File: config.mk
export PLATFORM = sky130hd
export DESIGN_NAME = vog_geom
export DESIGN_NICKNAME = d
export VERILOG_FILES = /design/src/hdl/vog_pkg.sv /design/src/hdl/vog_geom.sv
export SDC_FILE = /design/constraint.sdc
export NUM_CORES = 1
export LEC_CHECK = 0
export BUFFER_PORTS_ARGS = -buffer_cell sky130_fd_sc_hd__buf_2
export CORE_MARGIN = 2
export CORE_UTILIZATION = 55
export DETAILED_ROUTE_END_ITERATION = 8
export PLACE_DENSITY = 0.85
export SYNTH_ARGS = -nofsm -noshare
export SYNTH_HDL_FRONTEND = slang
export SYNTH_SLANG_ARGS = --single-unit
File: constraint.sdc
create_clock -name vclk -period 19.75
set_input_delay 3.95 -clock vclk [all_inputs]
set_output_delay 3.95 -clock vclk [all_outputs]
set_load 0.01 [all_outputs]
File: src/hdl/vog_pkg.sv
// ----------------------------------------------------------------------------
// vog_pkg: shared types and constants of the voxel occupancy grid
// Grid geometry, command codes, config register indexes, memory word layouts.
// ----------------------------------------------------------------------------
package vog_pkg;

  localparam int MAX_ENTRIES = 256;
  localparam int GRID_X      = 16;
  localparam int GRID_Y      = 16;
  localparam int GRID_Z      = 16;
  localparam int CELLS       = GRID_X * GRID_Y * GRID_Z;

  localparam int ENTRY_AW = (MAX_ENTRIES > 1) ? $clog2(MAX_ENTRIES) : 1;
  localparam int CELL_AW  = (CELLS > 1) ? $clog2(CELLS) : 1;
  localparam int COUNT_W  = $clog2(MAX_ENTRIES + 1);

  // Q16.8 coordinate
  typedef logic signed [23:0] q_t;
  localparam logic signed [24:0] Q_MAX = 25'sd8388607;
  localparam logic signed [24:0] Q_MIN = -25'sd8388608;

  // command codes
  localparam logic [3:0] CMD_START    = 4'd0;
  localparam logic [3:0] CMD_GROUND   = 4'd1;
  localparam logic [3:0] CMD_ACTIVE   = 4'd2;
  localparam logic [3:0] CMD_EFFECT   = 4'd3;
  localparam logic [3:0] CMD_FOCUS    = 4'd4;
  localparam logic [3:0] CMD_LOOKUP   = 4'd5;
  localparam logic [3:0] CMD_BLOCKED  = 4'd6;
  localparam logic [3:0] CMD_CONTAINS = 4'd7;
  localparam logic [3:0] CMD_READ     = 4'd8;
  localparam logic [3:0] CMD_COUNT    = 4'd9;

  // config register indexes
  localparam logic [3:0] REG_HALF_H = 4'd0;
  localparam logic [3:0] REG_HALF_V = 4'd1;

  // entry word
  typedef struct packed {
    logic [1:0]  kind;
    q_t          x;
    q_t          y;
    q_t          z;
    logic [63:0] data;
  } entry_t;

  // cell word
  typedef struct packed {
    logic                valid;
    logic [ENTRY_AW-1:0] idx;
    logic [31:0]         stamp;
  } cell_t;

  // coordinate unit results
  typedef struct packed {
    q_t                 loc_x;
    q_t                 loc_y;
    q_t                 loc_z;
    q_t                 base_x;
    q_t                 base_y;
    q_t                 base_z;
    logic               in_box;
    logic               cell_ok;
    logic [CELL_AW-1:0] cell_addr;
  } geom_t;

  // result word
  typedef struct packed {
    logic               hit;
    logic               table_full;
    logic               outside_grid;
    logic [7:0]         entry_index;
    logic [1:0]         entry_kind;
    q_t                 entry_x;
    q_t                 entry_y;
    q_t                 entry_z;
    logic [63:0]        entry_data;
    logic [COUNT_W-1:0] entry_count;
  } result_t;

endpackage

File: src/hdl/vog_geom.sv
// ----------------------------------------------------------------------------
// vog_geom: coordinate unit
// Base corner, world-to-local conversion, cell addressing, box test.
// ----------------------------------------------------------------------------
module vog_geom (
  input  vog_pkg::q_t    pos_x,
  input  vog_pkg::q_t    pos_y,
  input  vog_pkg::q_t    pos_z,
  input  vog_pkg::q_t    base_x,
  input  vog_pkg::q_t    base_y,
  input  vog_pkg::q_t    base_z,
  input  logic [15:0]    half_h,
  input  logic [15:0]    half_v,
  input  logic           use_raw,
  output vog_pkg::geom_t geom
);
  import vog_pkg::*;

  localparam logic signed [24:0] LIM_LO = -25'sd255;
  localparam logic signed [24:0] LIM_X  = 25'(GRID_X * 256);
  localparam logic signed [24:0] LIM_Y  = 25'(GRID_Y * 256);
  localparam logic signed [24:0] LIM_Z  = 25'(GRID_Z * 256);
  localparam logic signed [24:0] SPAN_X = 25'((GRID_X - 1) * 256);
  localparam logic signed [24:0] SPAN_Y = 25'((GRID_Y - 1) * 256);
  localparam logic signed [24:0] SPAN_Z = 25'((GRID_Z - 1) * 256);

  function automatic q_t sat24(input logic signed [24:0] v);
    if (v > Q_MAX) begin
      return Q_MAX[23:0];
    end else if (v < Q_MIN) begin
      return Q_MIN[23:0];
    end
    return v[23:0];
  endfunction

  // floor(p - h) to a whole cell, clamped at the bottom of the range
  function automatic q_t floor_base(input q_t p, input logic [15:0] h);
    logic signed [25:0] d;
    logic signed [25:0] f;
    d = {{2{p[23]}}, p} - $signed({10'd0, h});
    f = {d[25:8], 8'd0};
    if (f < 26'(Q_MIN)) begin
      return Q_MIN[23:0];
    end
    return f[23:0];
  endfunction

  function automatic logic signed [24:0] ext(input q_t v);
    return {v[23], v};
  endfunction

  q_t                 cx_src, cy_src, cz_src;
  logic               ok_x, ok_y, ok_z;
  logic [15:0]        ix, iy, iz;

  always_comb begin
    geom.base_x = floor_base(pos_x, half_h);
    geom.base_y = floor_base(pos_y, half_h);
    geom.base_z = floor_base(pos_z, half_v);

    geom.loc_x = sat24(ext(pos_x) - ext(base_x));
    geom.loc_y = sat24(ext(pos_y) - ext(base_y));
    geom.loc_z = sat24(ext(pos_z) - ext(base_z));

    geom.in_box = (ext(pos_x) >= ext(base_x)) && (ext(pos_x) <= ext(base_x) + SPAN_X) &&
                  (ext(pos_y) >= ext(base_y)) && (ext(pos_y) <= ext(base_y) + SPAN_Y) &&
                  (ext(pos_z) >= ext(base_z)) && (ext(pos_z) <= ext(base_z) + SPAN_Z);

    // lookups take local coordinates straight from the command
    cx_src = use_raw ? pos_x : geom.loc_x;
    cy_src = use_raw ? pos_y : geom.loc_y;
    cz_src = use_raw ? pos_z : geom.loc_z;

    // truncation toward zero: anything above -256 lands in cell 0
    ok_x = (ext(cx_src) >= LIM_LO) && (ext(cx_src) < LIM_X);
    ok_y = (ext(cy_src) >= LIM_LO) && (ext(cy_src) < LIM_Y);
    ok_z = (ext(cz_src) >= LIM_LO) && (ext(cz_src) < LIM_Z);
    ix = cx_src[23] ? 16'd0 : cx_src[23:8];
    iy = cy_src[23] ? 16'd0 : cy_src[23:8];
    iz = cz_src[23] ? 16'd0 : cz_src[23:8];

    geom.cell_ok   = ok_x && ok_y && ok_z;
    geom.cell_addr = CELL_AW'((32'(iz) * GRID_Y + 32'(iy)) * GRID_X + 32'(ix));
  end

endmodule

==> summary.md <==
| Metric | Value |
|---|---|
| Vias in the first global route | 12448 |
| Width of the die | 146 µm |
| Post-route DRC | 0 |
| Sequential fraction of the synthesis area | 0% |
| Core ar. | 0.0200 mm² |
| Placed insts | 2200 |
| # clk buffers | 0 |
| DR vias | 13678 |
| Relative slew slack | 29.5% |
| # resized after CTS | 0 |
| Antenna violations before repair | 0 |
| Initial drt markers | 1412 |
| TNS Setup | 0 ns |
| Final hold vios | 0 |
| Final setup fails | 0 |
| Worst endpoint required time | 15.80 ns |
| Slew @ Worst Pin | 1.05 ns |
| I/O pin count | 335 |
| Row cnt | 52 |
| GRT overflow | 0 |
| Peak VDD IR | 21.0 µV |
| Hold buffers post-CTS | 0 |
| CP startpoint kind | input port |
| Final std cells w/o fill | 2200 |
| ANT cells | 0 |
| Setup bufs post-CTS | 0 |
| Most frequent cells in the layout | buf_2 (311), ha_1 (181), inv_1 (153) |
| Final worst slack | 6.39 ns |
| Most crowded layer after global routing | met2 |
| Largest net degree at the start of global routing | 68 |
| Sequential cell count | 0 |
| Syn Inst Count | 1670 |
| Commonest non-fill, non-tap cell in the layout | buf_2 |
| Final instance area | 0.0128 mm² |
| Min-Delay Path Class | input port to primary output |
| Drt pass-1 iters | 6 |
| Fin crit period | 13.36 ns |
| Synth Warn # | 0 |
| Leak Pwr | 6.29 nW |
| Vias/cell | 6.22 |
| Crit path kind | input port to primary output |
| First-pass GRT wire length | 62.9 mm |
| NumNets Final | 2295 |
| # Max-Cap Violations | 0 |
| Post-Place Setup Slack | 6.52 ns |
| Met1 Usage GRT | 46.3% |
| Die ar. | 0.0214 mm² |
| Placed inst area | 0.0128 mm² |
| Fillers | 1946 |
| RSZ-0062 raised after global routing | no |
| Fraction of layout cells with a size suffix above 1 | 18.9% |
| Yosys cell types | 91 |
| Status | complete, no violations |
| Routed len/inst | 18.3 µm |
| Post-DP HPWL | 34.3 mm |
| Fin crit share | 67.6% |
| GP Congestion | 1.02 |
| Met3 GRT Util | 3.66% |
| Initial core utilization | 55.6% |
| Crit-path max FO | 18 |
| Cell Pwr Density | 45.4 mW/mm² |
| Sequential cell area | 0 µm² |
| Routed Wire Length | 40.3 mm |
| Cell Area, Synth | 0.0111 mm² |
| Worst setup EP type | primary output |
| CP arrival | 9.41 ns |
| Tot GR Track Use | 35.1% |
| Die Y | 146 µm |
| Area Overhead vs Synth | 14.5% |
| Met2 Use GR | 59.6% |
| FMAX | 74.9 MHz |
| Antenna viol nets, final | 0 |
| PortBufs | 311 |
| Avg Inst Size Synth | 6.67 µm² |
| Slew Limit Fails | 0 |
through the flow:
step / hold slack [ns] / power (mW) / util [%]
floorplan: 7.99 / 0.374 / -
global placement: 8.27 / 0.558 / 63.7
detailed placement: 8.27 / 0.565 / 63.7
CTS: 8.28 / 0.568 / 63.7
global route: 8.30 / 0.626 / 63.7
finish: 8.28 / 0.579 / 63.7
critical path: stages:
cell and delay, ns:
buf_2 0.09, inv_1 0.06, ha_1 0.23, fa_1 0.40, nand2b_1 0.17, a2111o_1 0.39
nand3_1 0.15, and2_1 0.27, a221o_1 0.61, nand3_1 0.67, o211ai_1 0.37, and3_1 0.26
fa_1 0.43, ha_1 0.35, inv_1 0.07, o21bai_1 0.07, a21oi_1 0.18, xor2_1 0.20
xnor2_1 0.15, xnor2_1 0.16, buf_2 0.17
synth_stat cells (28+ instances only):
library cell | instances | area (µm²)
a21o_1 | 45 | 338
a21oi_1 | 118 | 591
a31oi_1 | 28 | 175
clkbuf_1 | 39 | 146
ha_1 | 181 | 2260
inv_1 | 153 | 574
nand2_1 | 129 | 484
nand2b_1 | 35 | 219
nand3_1 | 51 | 255
nand4_1 | 37 | 231
nor2_1 | 150 | 563
nor2b_1 | 28 | 175
nor3_1 | 44 | 220
o21ai_0 | 99 | 495
xnor2_1 | 87 | 762
xor2_1 | 29 | 254
area by class of cell:
| type | instances | area (µm²) | area share, % |
|---|---|---|---|
| Timing Repair Buffer | 318 | 1610 | 12.6 |
| Tap cell | 270 | 338 | 2.65 |
| Multi-Input combinational cell | 1457 | 10200 | 80.2 |
| Inverter | 155 | 582 | 4.56 |
per-layer routing:
| layer | wire, µm | part of all wire [%] |
|---|---|---|
| met5 | 0 | 0 |
| met2 | 18300 | 45 |
| met4 | 1840 | 4.6 |
| met1 | 16700 | 42 |
| met3 | 3460 | 8.6 |
power by group:
group / internal [mW] / total [mW] / switching (mW)
clock: 0 / 0 / 0
sequential: 0 / 0 / 0
combinational: 0.226 / 0.579 / 0.353
total: 0.226 / 0.579 / 0.353
kinds of logic (layout without fill, tap and decap cells):
logic type,count (synthesis),in the layout,share of synthesized area (%)
simple gates,598,598,26.7
compound gates,488,488,29.6
buf+inv,236,473,8.97
fa+ha+maj,207,207,23.1
xor+xnor,116,116,9.12
mux,24,24,2.49
other cells,1,24,0.0336
final timing paths:
check      start  endpoint  slack [ns]  depth (start not counted)
max     pos_y[0]  geom[11]        6.39                         21
min    pos_z[18]  geom[32]        8.28                          4
(Power assumes the default switching activity.)
